<file path="src/hdl/glaa_pkg.sv">
// shared widths, sideband types and the cordic arctangent table
// used by every module of the look-at angle pipeline
package glaa_pkg;

    localparam int CW = 32;            // coordinate width, q15.16
    localparam int XW = 38;            // cordic x/y datapath width
    localparam int ZW = 27;            // angle accumulator, 1/65536 degree
    localparam int MW = 34;            // magnitude / distance width, unsigned
    localparam int MH = 17;            // split point of the gain multiply
    localparam int PW = 60;            // wide enough for the 30-bit gain constant
    localparam int GAIN_SHIFT = 30;
    localparam int DEF_CORDIC_STEPS = 16;
    localparam int PITCH_W = 15;
    localparam int YAW_W = 16;
    localparam int PITCH_LIM = 11520;
    localparam int YAW_LIM = 23040;

    localparam logic [29:0] INV_GAIN = 30'd652032874;
    localparam logic signed [ZW-1:0] ANG_180 = ZW'(180 * 65536);

    typedef struct packed {
        logic                 zero;
        logic signed [CW-1:0] dz;
    } t_yaw_side;

    typedef struct packed {
        logic                 zero;
        logic signed [ZW-1:0] yaw_z;
    } t_pitch_side;

    // atan(2^-i) in 1/65536 degree, rounded to nearest
    function automatic logic signed [ZW-1:0] atan_val(input int i);
        logic signed [ZW-1:0] v;
        unique case (i)
            0:  v = ZW'(2949120);
            1:  v = ZW'(1740967);
            2:  v = ZW'(919879);
            3:  v = ZW'(466945);
            4:  v = ZW'(234379);
            5:  v = ZW'(117304);
            6:  v = ZW'(58666);
            7:  v = ZW'(29335);
            8:  v = ZW'(14668);
            9:  v = ZW'(7334);
            10: v = ZW'(3667);
            11: v = ZW'(1833);
            12: v = ZW'(917);
            13: v = ZW'(458);
            14: v = ZW'(229);
            15: v = ZW'(115);
            16: v = ZW'(57);
            17: v = ZW'(29);
            18: v = ZW'(14);
            19: v = ZW'(7);
            20: v = ZW'(4);
            21: v = ZW'(2);
            22: v = ZW'(1);
            default: v = '0;
        endcase
        return v;
    endfunction

endpackage

</file>
<file path="src/hdl/glaa_cstage.sv">
// one vectoring cordic iteration with its own pipeline register
// depends on glaa_pkg for widths and the arctangent table
module glaa_cstage import glaa_pkg::*; #(
    parameter int SHIFT = 0,
    parameter int SW    = 1
) (
    input  logic                 i_clk,
    input  logic                 i_rst_n,
    input  logic                 i_valid,
    output logic                 o_ready,
    input  logic signed [XW-1:0] i_x,
    input  logic signed [XW-1:0] i_y,
    input  logic signed [ZW-1:0] i_z,
    input  logic [SW-1:0]        i_side,
    output logic                 o_valid,
    input  logic                 i_ready,
    output logic signed [XW-1:0] o_x,
    output logic signed [XW-1:0] o_y,
    output logic signed [ZW-1:0] o_z,
    output logic [SW-1:0]        o_side
);

    localparam logic signed [ZW-1:0] ANG = atan_val(SHIFT);

    logic                 r_valid;
    logic signed [XW-1:0] r_x, r_y, n_x, n_y;
    logic signed [ZW-1:0] r_z, n_z;
    logic [SW-1:0]        r_side;
    logic signed [XW-1:0] xs, ys;

    assign o_ready = !r_valid || i_ready;

    always_comb begin
        xs = i_x >>> SHIFT;
        ys = i_y >>> SHIFT;
        if (!i_y[XW-1]) begin
            n_x = i_x + ys;
            n_y = i_y - xs;
            n_z = i_z + ANG;
        end else begin
            n_x = i_x - ys;
            n_y = i_y + xs;
            n_z = i_z - ANG;
        end
    end

    always_ff @(posedge i_clk) begin
        if (!i_rst_n) begin
            r_valid <= 1'b0;
        end else if (o_ready) begin
            r_valid <= i_valid;
        end
    end

    always_ff @(posedge i_clk) begin
        if (o_ready && i_valid) begin
            r_x    <= n_x;
            r_y    <= n_y;
            r_z    <= n_z;
            r_side <= i_side;
        end
    end

    assign o_valid = r_valid;
    assign o_x     = r_x;
    assign o_y     = r_y;
    assign o_z     = r_z;
    assign o_side  = r_side;

endmodule

</file>
<file path="config.mk">
export PLATFORM = sky130hd
export DESIGN_NAME = glaa_cstage
export DESIGN_NICKNAME = d
export VERILOG_FILES = /design/src/hdl/glaa_pkg.sv /design/src/hdl/glaa_cstage.sv
export SDC_FILE = /design/constraint.sdc
export NUM_CORES = 1
export LEC_CHECK = 0
export ABC_AREA = 0
export BUFFER_PORTS_ARGS = -buffer_cell sky130_fd_sc_hd__buf_2
export CAP_MARGIN = 25
export CORE_MARGIN = 5
export CORE_UTILIZATION = 58
export CTS_BUF_LIST = sky130_fd_sc_hd__clkbuf_2
export CTS_CLUSTER_SIZE = 8
export DETAILED_ROUTE_END_ITERATION = 8
export HOLD_SLACK_MARGIN = 0.02
export PLACE_DENSITY = 0.84
export SLEW_MARGIN = 10
export SYNTH_ARGS = -nofsm -noshare
export SYNTH_HDL_FRONTEND = slang
export SYNTH_SLANG_ARGS = --single-unit
</file>
<file path="constraint.sdc">
create_clock -name i_clk -period 4 [get_ports i_clk]
set_clock_uncertainty 0.1 [all_clocks]
set_input_delay 0 -clock i_clk [delete_from_list [all_inputs] [get_ports i_clk]]
set_output_delay 0 -clock i_clk [all_outputs]
set_load 0.1 [all_outputs]
</file>
==> results of run 1 <==
[per-layer routing]
| layer | vias to the layer above | global-route usage |
|---|---|---|
| li1 | 4828 | - |
| met1 | 4907 | 0.436 |
| met2 | 740 | 0.579 |
| met3 | 132 | 0.0636 |
| met4 | 0 | 0.136 |
| met5 | - | 0 |
[stage by stage]
step                      instance area (µm²)  power [mW]  std cells  utilization  hold WS [ns]
after floorplan                         10200        3.32       1188            -      -0.00113
after global placement                  11400        3.78       1579        0.658        0.0768
after detailed placement                11400        3.80       1579        0.658        0.0787
after CTS                               12500        4.52       1696        0.725        0.0215
after global routing                    12500        4.77       1697        0.725        0.0428
final                                   12500        4.59       1697        0.725        0.0631
[final timing paths]
kind                            endpoint  slack, ns  depth (start not counted)
worst min-delay path              o_x[4]       0.06                          3
worst min register to register   o_z[14]       1.01                          2
worst max register to register   o_y[11]       1.94                          3
worst max-delay path             o_x[37]       0.29                         13
[timing repair]
| item | in CTS | in global routing |
|---|---|---|
| setup endpoints to repair | 0 | 0 |
| hold endpoints to repair | 120 | 0 |
| setup buffers | 0 | 0 |
| hold buffers | 101 | 0 |
[power by group through the flow]
stage | Combinational (mW) | Clock (mW) | Sequential (mW)
floorplan | 0.922 | 0 | 2.40
global placement | 2.33 | 0 | 1.45
detailed placement | 2.35 | 0 | 1.45
CTS | 2.47 | 0.622 | 1.43
global route | 2.65 | 0.673 | 1.45
finish | 2.53 | 0.624 | 1.43
[cell usage in the layout (no fill, tap or decap), types with 6 or more instances in the layout]
| master | instances |
|---|---|
| sky130_fd_sc_hd__a211oi_1 | 9 |
| sky130_fd_sc_hd__a21o_1 | 24 |
| sky130_fd_sc_hd__a21oi_1 | 148 |
| sky130_fd_sc_hd__a221oi_1 | 6 |
| sky130_fd_sc_hd__a31oi_1 | 9 |
| sky130_fd_sc_hd__buf_2 | 212 |
| sky130_fd_sc_hd__buf_4 | 6 |
| sky130_fd_sc_hd__clkbuf_2 | 10 |
| sky130_fd_sc_hd__dlygate4sd3_1 | 101 |
| sky130_fd_sc_hd__edfxtp_1 | 103 |
| sky130_fd_sc_hd__ha_1 | 120 |
| sky130_fd_sc_hd__inv_1 | 116 |
| sky130_fd_sc_hd__mux2i_1 | 15 |
| sky130_fd_sc_hd__nand2_1 | 41 |
| sky130_fd_sc_hd__nand2b_1 | 10 |
| sky130_fd_sc_hd__nand3_1 | 18 |
| sky130_fd_sc_hd__nand3b_1 | 6 |
| sky130_fd_sc_hd__nand4_1 | 21 |
| sky130_fd_sc_hd__nor2_1 | 114 |
| sky130_fd_sc_hd__nor2b_1 | 11 |
| sky130_fd_sc_hd__nor3_1 | 21 |
| sky130_fd_sc_hd__nor4_1 | 15 |
| sky130_fd_sc_hd__o211ai_1 | 14 |
| sky130_fd_sc_hd__o21a_1 | 8 |
| sky130_fd_sc_hd__o21ai_0 | 76 |
| sky130_fd_sc_hd__o21ai_1 | 14 |
| sky130_fd_sc_hd__o21bai_1 | 31 |
| sky130_fd_sc_hd__o31ai_1 | 12 |
| sky130_fd_sc_hd__xnor2_1 | 70 |
| sky130_fd_sc_hd__xor2_1 | 10 |
[logic make-up after synthesis]
logic type      after synthesis  share of synthesized area
buf+inv                     176                     0.0679
compound gates              399                      0.249
simple gates                290                      0.141
flops                       104                      0.304
fa+ha+maj                   124                      0.155
mux                          15                     0.0147
xor+xnor                     80                     0.0685
[worst max-delay path: cells and delay by family]
family | cells | cell delay, ns
AOI/OAI and AO/OA | 5 | 1.43
xor gates and xnor gates | 1 | 0.15
adders and majority gates | 1 | 0.54
buffers and inverters | 4 | 1.46
and+or+nand+nor | 2 | 0.46
[registers in the layout, summed over array words and instances (netlist names)]
register  flops
o_side        1
o_y          37
o_x          38
o_valid       1
o_z          27
[final cells by class]
cell class,count,area (µm²),share of cell area
clock inverters,6,91.3,0.00728
well taps,225,282,0.0225
clock buffers,10,50.0,0.00399
multi-input cells,908,6420,0.512
diodes,1,2.50,0.000200
repair buffers,319,2120,0.169
flip-flops and latches,104,3110,0.248
inverters,124,465,0.0371
==> impl_summary.log, run 1 <==
INFO  metric outcome = finished clean
INFO  metric cp_max_stage_delay = ~0.58 ns
INFO  metric cp_common_cell = sky130_fd_sc_hd__dlygate4sd3_1
INFO  metric power_leakage = 5.55 nW
INFO  metric postRouteWirelength = 35,400 µm
INFO  metric post_synth_main_area_contributors = sky130_fd_sc_hd__edfxtp_1 (30%), sky130_fd_sc_hd__ha_1 (15%), sky130_fd_sc_hd__a21oi_1 (7.2%), sky130_fd_sc_hd__xnor2_1 (6.0%), sky130_fd_sc_hd__inv_1 (4.3%)
INFO  metric clockBufferDepth = 2
INFO  metric top_layer_used = met4
INFO  metric synth.lib_cells_used.distinct = 76
INFO  metric preCtsSetupSlack = between 0.7 and 0.8 ns
INFO  metric grt_setup_unrepaired = no
INFO  metric timing_worst_slew_pin_value = 0.923 ns
INFO  metric gp_congestion = 1.01
INFO  metric gr-total-overflow = 0
INFO  metric areaGrowthSynthToFinish = 22.7%
INFO  metric synth_top_flop_cell = sky130_fd_sc_hd__edfxtp_1
INFO  metric totalNegativeSetupSlack = 0 ns
INFO  metric min_period = 3.71 ns
INFO  metric synth_top_cells_by_count = sky130_fd_sc_hd__a21oi_1 (148), sky130_fd_sc_hd__ha_1 (120), sky130_fd_sc_hd__inv_1 (116)
INFO  metric maxSlewHeadroom = 0.385
INFO  metric crit_path_slowest_cell = sky130_fd_sc_hd__dlygate4sd3_1
INFO  metric worst_hold_startpoint = i_y[4]
INFO  metric post_cts.resized_instances = 0
INFO  metric switching_portion_of_total_power = 0.509
INFO  metric grt_pass1_vias = 10,400
INFO  metric placeableCoreArea = roughly 17,000 µm²
INFO  metric numCtsBuffers = 9
INFO  metric power.share.combinational = 0.552
INFO  metric clk_transition_reported_paths = between 0.3 and 0.4 ns
INFO  metric finalWorstSetupSlack = 0.290 ns
INFO  metric power.share.clock = 0.136
INFO  metric min-delay-path-class = in -> reg
INFO  metric met2_length = 16,500 µm
INFO  metric yosysTopAreaCellShare = 0.303
INFO  metric timing.rr.start = o_valid
INFO  metric critPathCaptureType = register
INFO  metric timing.fmax = roughly 270 MHz
INFO  metric finalMaxSlewViolations = 0
INFO  metric cts_tree = done
INFO  metric postSynthNetCount = 1,420
INFO  metric power.ir.vdd_worst = roughly 0.32 mV
INFO  metric detailroute.via_count = approximately 11,000
INFO  metric die_h = between 100 and 150 µm
INFO  metric critPathRequiredTime = ~4.3 ns
INFO  metric antenna_found_initial = 1
INFO  metric initial_utilization = 0.591
INFO  metric htree_num_levels = 3
INFO  metric synth.yosys.warnings = 0
INFO  metric timing.final.hold_violations = 0
INFO  metric crit_arrival = 4.05 ns
INFO  metric dr.first_iter.drc_count = 1,087
INFO  metric syn-cell-area = 10,200 µm²
INFO  metric wl_met3 = between 3000 and 4000 µm
INFO  metric floorplan.io_pins = 214
INFO  metric max_capacitance_violation_total = 0
INFO  metric grt_max_degree = 83
INFO  metric cts.sink_count = 104
INFO  metric power.sequential.fraction = 0.312
INFO  metric p_int = around 2.3 mW
INFO  metric report.final.setup_viol = 0
INFO  metric worstSetupPathType = in -> reg
INFO  metric finalCritPeriodShare = 0.928
INFO  metric switchingPower = 2.33 mW
INFO  metric count_of_flip_flops_with_a_built_in_enable_after_synthesis = 103
INFO  metric core.rowCount = 48
INFO  metric detail_route.drc_violations = 0
INFO  metric ys_seq_elements = 104
INFO  metric power_density = 366 nW/µm²
INFO  metric drt_pass_1_iters = 6
INFO  metric timing.critical_path.cells = dlygate4sd3_1 -> buf_2 -> ha_1 -> inv_1 -> nor2_1 -> a211oi_1 -> a211o_1 -> a311oi_2 -> a21oi_1 -> o211ai_1 -> nand3_1 -> xnor2_1 -> dlygate4sd3_1
INFO  metric synthArstFlopShare = 0
INFO  metric port_buffers = about 210
INFO  metric sequential_fraction_of_the_synthesis_area = 0.304
INFO  metric fillers = about 1,300
INFO  metric crit_path_max_fanout = 12
INFO  metric m1WireLength = ~14,000 µm
INFO  metric die_w = about 140 µm
INFO  metric grt.total_usage = 0.343
INFO  metric post_synth_inst_count = 1,188
INFO  metric root_buffer = sky130_fd_sc_hd__clkbuf_2
INFO  metric place.detailed.hpwl = 25,100 µm
INFO  metric final_stage_net_count = 1,698
INFO  metric synthMostInstantiatedCell = sky130_fd_sc_hd__a21oi_1
INFO  metric die-area = 20,400 µm²
INFO  metric postSynthAreaPerCell = 8.61 µm²
INFO  metric crit_start = i_y[5]
INFO  metric detail_route.wl_per_cell = 20.9 µm
INFO  metric synth_area_leader_cell = sky130_fd_sc_hd__edfxtp_1
INFO  metric insertion_delay = about 0.62 ns
INFO  metric final_layout_size_suffix_gt1_frac = 0.179
INFO  metric wire_length_of_the_first_global_routing_pass = around 56,000 µm
INFO  metric final_antenna_net_count = 0
INFO  metric post_drt_via_cell_ratio = 6.25
INFO  metric timing.critical_path.from_type = input pin
No activity file was read; power rests on OpenSTA's default activity.
==> run 2: changes to the inputs <==
--- a/config.mk
+++ b/config.mk
@@ -14,6 +14,7 @@
 export CTS_CLUSTER_SIZE = 8
 export DETAILED_ROUTE_END_ITERATION = 8
 export HOLD_SLACK_MARGIN = 0.02
+export MAX_ROUTING_LAYER = met4
 export PLACE_DENSITY = 0.84
 export SLEW_MARGIN = 10
 export SYNTH_ARGS = -nofsm -noshare
==> constraint.sdc (replaced) <==
create_clock -name i_clk -period 4.2 [get_ports i_clk]
set_clock_uncertainty 0.1 [all_clocks]
set_input_delay 0 -clock i_clk [delete_from_list [all_inputs] [get_ports i_clk]]
set_output_delay 0 -clock i_clk [all_outputs]
set_load 0.1 [all_outputs]
==> run 2 against run 1 <==
Utilization shrank 0.094 points. Global-route usage grew 1.0 points. Critical path depth is the same. Sequential share of layout area is essentially flat. Cell area shrank 0.13%. Largest cell class unchanged. Setup slack lost 0.021 ns. Register-to-register slack gained 0.53 ns.
==> impl_summary.log, run 2 (synthesis gave the netlist of run 1 again) <==
INFO  metric finalPower = 4.33 mW
INFO  metric wire_length_of_the_first_global_routing_pass = 55,900 µm
INFO  metric final_antenna_net_count = 0
INFO  metric maxSlewHeadroom = 0.364
INFO  metric cts.sink_count = 104
INFO  metric die_w = 143 µm
INFO  metric cts_tree = done
INFO  metric timing_worst_slew_pin_value = 0.953 ns
INFO  metric post_cts.resized_instances = 0
INFO  metric post_drt_via_cell_ratio = 6.27
INFO  metric final_common_cell = sky130_fd_sc_hd__buf_2
INFO  metric timing.hold.ws = between 0.03 and 0.04 ns
INFO  metric switchingPower = 2.24 mW
INFO  metric floorplan.io_pins = ~210
INFO  metric areaGrowthSynthToFinish = 22.5%
INFO  metric power.share.clock = 0.124
INFO  metric timing.fmax = 254 MHz
INFO  metric min-delay-path-class = in -> reg
INFO  metric finalWorstSetupSlack = 0.269 ns
INFO  metric crit_path_max_fanout = 11
INFO  metric largest_register_ffs = 38
INFO  metric numCtsBuffers = 9
INFO  metric gr-total-overflow = 0
INFO  metric finalCritPeriodShare = 0.936
INFO  metric postRouteWirelength = about 36,000 µm
INFO  metric clk_transition_reported_paths = 0.31 ns
INFO  metric initial_utilization = 0.591
INFO  metric critPathCaptureType = register
INFO  metric dr.first_iter.drc_count = 1,292
INFO  metric worstSetupPathType = in -> reg
INFO  metric power.sequential.fraction = 0.316
INFO  metric antenna_found_initial = 1
INFO  metric numPlacedInstances = 1,578
INFO  metric detailroute.via_count = about 11,000
INFO  metric instances_no_fill = 1,696
INFO  metric p_int = between 2 and 2.5 mW
INFO  metric grt_pass1_vias = between 10,000 and 15,000
INFO  metric detail_route.drc_violations = 0
INFO  metric grt_max_degree = 84
INFO  metric timing.final.hold_violations = 0
INFO  metric preCtsSetupSlack = 0.841 ns
INFO  metric crit_arrival = 4.34 ns
INFO  metric total_setup_buffers_inserted_after_cts = 0
INFO  metric final_stage_net_count = 1,697
INFO  metric place.detailed.hpwl = approximately 26,000 µm
INFO  metric switching_portion_of_total_power = 0.518
INFO  metric htree_num_levels = 3
INFO  metric power.share.combinational = 0.559
INFO  metric post_cts_hold_buffer_count = 97
INFO  metric totalNegativeSetupSlack = 0 ns
INFO  metric min_period = 3.93 ns
INFO  metric power_leakage = ~5.5 nW
INFO  metric finalMaxSlewViolations = 0
INFO  metric outcome = finished clean
INFO  metric detail_route.wl_per_cell = 21.3 µm
INFO  metric max_capacitance_violation_total = 0
INFO  metric die-area = 20,400 µm²
INFO  metric timing.critical_path.from_type = input pin
INFO  metric placeableCoreArea = ~17,000 µm²
INFO  metric die_h = 143 µm
INFO  metric report.final.setup_viol = 0
INFO  metric core.rowCount = 48
INFO  metric power.ir.vdd_worst = 0.290 mV
INFO  metric grt_setup_unrepaired = no
INFO  metric gp_congestion = approximately 1.1
INFO  metric clockBufferDepth = 2
INFO  metric power_density = 345 nW/µm²
INFO  metric final_layout_size_suffix_gt1_frac = 0.178
INFO  metric root_buffer = sky130_fd_sc_hd__clkbuf_2
INFO  metric insertion_delay = 0.65 ns
INFO  metric port_buffers = approximately 210
INFO  metric mostFrequentLayoutCells = sky130_fd_sc_hd__buf_2 (212), sky130_fd_sc_hd__a21oi_1 (148), sky130_fd_sc_hd__ha_1 (120)
INFO  metric drt_pass_1_iters = 6
INFO  metric critPathRequiredTime = 4.61 ns
INFO  metric grt.total_usage = 0.353
==> run 2: cell types whose count changed in the layout (fill, tap and decap cells not counted), sizes merged <==
cell         previous run  this run
clkbuf                 10         9
dlygate4sd3           101       100
bufinv                  2         1
clkinv                  4         6
==> run 2: layout make-up <==
| class | instances | area [µm²] |
|---|---|---|
| Timing Repair Buffer | 318 | 2130 |
| Clock inverter | 7 | 70.1 |
| Tap cell | 225 | 282 |
| Fill cell | 1321 | 4770 |
| Antenna cell | 1 | 2.50 |
| Clock buffer | 9 | 45.0 |
| Inverter | 124 | 465 |
| Sequential cell | 104 | 3110 |
| Multi-Input combinational cell | 908 | 6420 |
==> run 2: critical path, stage by stage <==
cell and delay (ns):
sky130_fd_sc_hd__dlygate4sd3_1 0.55, sky130_fd_sc_hd__buf_2 0.15, sky130_fd_sc_hd__ha_1 0.46, sky130_fd_sc_hd__a21oi_2 0.28
sky130_fd_sc_hd__o21ai_1 0.16, sky130_fd_sc_hd__a211oi_1 0.38, sky130_fd_sc_hd__o211ai_1 0.25, sky130_fd_sc_hd__a31oi_1 0.55
sky130_fd_sc_hd__o21ai_0 0.25, sky130_fd_sc_hd__nor4_1 0.27, sky130_fd_sc_hd__nand3b_1 0.17, sky130_fd_sc_hd__xor2_1 0.24
sky130_fd_sc_hd__dlygate4sd3_1 0.64
==> run 2: worst paths after layout <==
path	startpoint	end	slack, ns	depth (start not counted)
worst max-delay path	i_y[4]	o_y[37]	0.27	13
worst max register to register	o_valid	o_y[7]	2.47	3
worst min register to register	o_valid	o_x[16]	0.91	2
worst min-delay path	i_y[31]	o_x[31]	0.04	3
==> run 2: stage by stage <==
stage / cell area (µm²) / utilization
after floorplan: 10200 / -
after global placement: 11400 / 0.658
after detailed placement: 11400 / 0.658
after CTS: 12500 / 0.721
after global routing: 12500 / 0.724
final: 12500 / 0.724
==> run 2: per-layer routing <==
| metal | part of all wire | GRT usage | vias up | wire (µm) |
|---|---|---|---|---|
| met4 | 0.039 | 0.124 | 0 | 1400 |
| met2 | 0.46 | 0.574 | 733 | 16800 |
| met1 | 0.39 | 0.450 | 4933 | 14200 |
| met5 | 0 | - | - | 0 |
| li1 | - | - | 4828 | - |
| met3 | 0.11 | 0.0522 | 133 | 3860 |
==> run 2: power by group through the flow <==
stage               registers (mW)  clock network (mW)  logic (mW)
floorplan                     2.28                   0       0.878
global placement              1.38                   0        2.23
detailed placement            1.39                   0        2.25
CTS                           1.37               0.531        2.35
global route                  1.38               0.584        2.53
finish                        1.37               0.538        2.42
==> run 3: changes to the inputs <==
--- a/config.mk
+++ b/config.mk
@@ -8,7 +8,6 @@
 export ABC_AREA = 0
 export BUFFER_PORTS_ARGS = -buffer_cell sky130_fd_sc_hd__buf_2
 export CAP_MARGIN = 25
-export CORE_MARGIN = 5
 export CORE_UTILIZATION = 58
 export CTS_BUF_LIST = sky130_fd_sc_hd__clkbuf_2
 export CTS_CLUSTER_SIZE = 8
==> run 3 against run 2 <==
Maximum frequency grew 0.59%. Sequential share of layout area down 0.43 points. Die area fell by 11%. Clock-buffer cell count up 1. Utilization up 1.5 points. Cell area increased by 1.7%. Via count is 1.3% lower. Total power rose by 0.44%. Largest cell class unchanged. Largest power group unchanged. Highest routed layer unchanged.
==> impl_summary.log, run 3 (synthesis gave the netlist of run 1 again) <==
INFO  metric final_layout_size_suffix_gt1_frac = 0.177
INFO  metric htree_num_levels = 3
INFO  metric insertion_delay = 0.68 ns
INFO  metric numPlacedInstances = 1,578
INFO  metric outcome = finished clean
INFO  metric final_antenna_net_count = 0
INFO  metric gp_congestion = 1.06
INFO  metric drt_pass_1_iters = 6
INFO  metric power_density = between 300 and 400 nW/µm²
INFO  metric reg_to_reg_slack_setup = 1.77 ns
INFO  metric initial_utilization = 0.593
INFO  metric floorplan.io_pins = ~210
INFO  metric finalMaxSlewViolations = 0
INFO  metric detail_route.drc_violations = 0
INFO  metric crit_path_max_fanout = 5
INFO  metric critPathRequiredTime = 4.59 ns
INFO  metric wire_length_of_the_first_global_routing_pass = 52,600 µm
INFO  metric detail_route.wl_per_cell = 19.7 µm
INFO  metric endpoint = o_x[17]
INFO  metric report.final.setup_viol = 0
INFO  metric cts.sink_count = 104
INFO  metric placeableCoreArea = 17,200 µm²
INFO  metric maxSlewHeadroom = 0.358
INFO  metric port_buffers = 213
INFO  metric cp_max_stage_delay = a little under 0.6 ns
INFO  metric power.ir.vdd_worst = 0.322 mV
INFO  metric post_drt_via_cell_ratio = 6.11
INFO  metric total_setup_buffers_inserted_after_cts = 0
INFO  metric timing.critical_path.cells = dlygate4sd3_1 -> buf_2 -> inv_1 -> ha_1 -> nor2b_1 -> o21ai_0 -> nand3_1 -> a311oi_2 -> o31a_1 -> nor4_1 -> nor3_1 -> mux2i_1 -> dlygate4sd3_1 -> xnor2_1 -> dlygate4sd3_1
INFO  metric worstSetupPathType = in -> reg
INFO  metric grt.total_usage = 0.383
INFO  metric rr_endpoint = o_x[16]
INFO  metric dr.first_iter.drc_count = 1,100
INFO  metric reg2reg_depth = 3
INFO  metric gr-total-overflow = 0
INFO  metric timing.fmax = roughly 260 MHz
INFO  metric timing.final.hold_violations = 0
INFO  metric cts_tree = done
INFO  metric crit_start = i_x[1]
INFO  metric grt_max_degree = 56
INFO  metric timing.critical_path.from_type = input pin
INFO  metric numCtsBuffers = 9
INFO  metric largest_register_ffs = 38
INFO  metric power_leakage = ~5.6 nW
INFO  metric die_h = 135 µm
INFO  metric crit_arrival = 4.30 ns
INFO  metric root_buffer = sky130_fd_sc_hd__clkbuf_2
INFO  metric finalCritPeriodShare = 0.930
INFO  metric place.detailed.hpwl = 24,000 µm
INFO  metric timing.rr.start = o_valid
INFO  metric die_w = 135 µm
INFO  metric final_stage_net_count = 1,719
INFO  metric detailroute.via_count = 10,500
INFO  metric crit_path_slowest_cell = sky130_fd_sc_hd__dlygate4sd3_1
INFO  metric timing_worst_slew_pin_value = 0.963 ns
INFO  metric totalNegativeSetupSlack = 0 ns
INFO  metric postRouteWirelength = 33,900 µm
INFO  metric instances_no_fill = 1,718
INFO  metric areaGrowthSynthToFinish = 24.6%
INFO  metric cp_common_cell = sky130_fd_sc_hd__dlygate4sd3_1
INFO  metric antenna_found_initial = 1
INFO  metric max_capacitance_violation_total = 0
INFO  metric core.rowCount = 48
INFO  metric clockBufferDepth = 2
INFO  metric timing.hold.ws = 0.0238 ns
INFO  metric min_period = 3.91 ns
INFO  metric min-delay-path-class = in -> reg
INFO  metric grt_setup_unrepaired = no
INFO  metric mostFrequentLayoutCells = sky130_fd_sc_hd__buf_2 (212), sky130_fd_sc_hd__a21oi_1 (148), sky130_fd_sc_hd__dlygate4sd3_1 (123)
INFO  metric grt_pass1_vias = 9,982
INFO  metric critPathCaptureType = register
INFO  metric final_common_cell = sky130_fd_sc_hd__buf_2
INFO  metric clk_transition_reported_paths = 0.32 ns
INFO  metric die-area = roughly 18,000 µm²
## run 3: per-layer routing
metal | up-vias | share of wire | track usage
met2 | 626 | 0.46 | 0.612
met1 | 4892 | 0.41 | 0.489
met5 | - | 0 | -
met4 | 0 | 0.034 | 0.157
met3 | 100 | 0.092 | 0.0541
li1 | 4871 | - | -
## run 3: layout make-up
cell class	instances	area (µm²)
Timing Repair Buffer	340	2330
Antenna cell	1	2.50
Clock buffer	10	50.0
Sequential cell	104	3110
Clock inverter	6	75.1
Inverter	124	465
Multi-Input combinational cell	908	6420
Fill cell	1301	4490
Tap cell	225	282
## run 3: metrics by stage
stage	util	setup slack (ns)	power, mW	instance area (µm²)
floorplan	-	0.666	3.16	10200
global placement	0.660	0.764	3.60	11400
detailed placement	0.660	0.733	3.62	11400
CTS	0.739	0.321	4.28	12700
global route	0.739	0.0984	4.49	12700
finish	0.739	0.292	4.34	12700
## run 3: worst min path at each step
stage             from      end  slack (ns)  depth (start not counted)
2_1_floorplan   i_side   o_side      -0.001                          0
6_report        i_x[5]   o_y[6]        0.02                          6
4_1_cts         i_x[2]   o_x[3]        0.02                          6
5_1_grt        i_x[21]  o_x[22]        0.07                          5
3_5_place_dp    i_z[5]   o_z[5]        0.08                          1
3_3_place_gp    i_z[2]   o_z[2]        0.08                          1
## run 3: what timing repair did
action	in CTS	in global routing
resized for setup	0	1
hold buffers	123	0
endpoints found under the hold margin	121	0
endpoints found under the setup margin	0	1
## run 3: critical path, delay by kind of cell
kind            cells  cell delay (ns)
compound gates      3             1.06
xor+xnor            1             0.12
fa+ha+maj           1             0.35
buf+inv             5             1.97
mux                 1             0.11
simple gates        4             0.69
## run 3: power breakdown
| part | internal, mW | switching, mW |
|---|---|---|
| sequential | 1.32 | 0.0398 |
| combinational | 0.640 | 1.78 |
| clock | 0.150 | 0.408 |
| total | 2.11 | 2.23 |
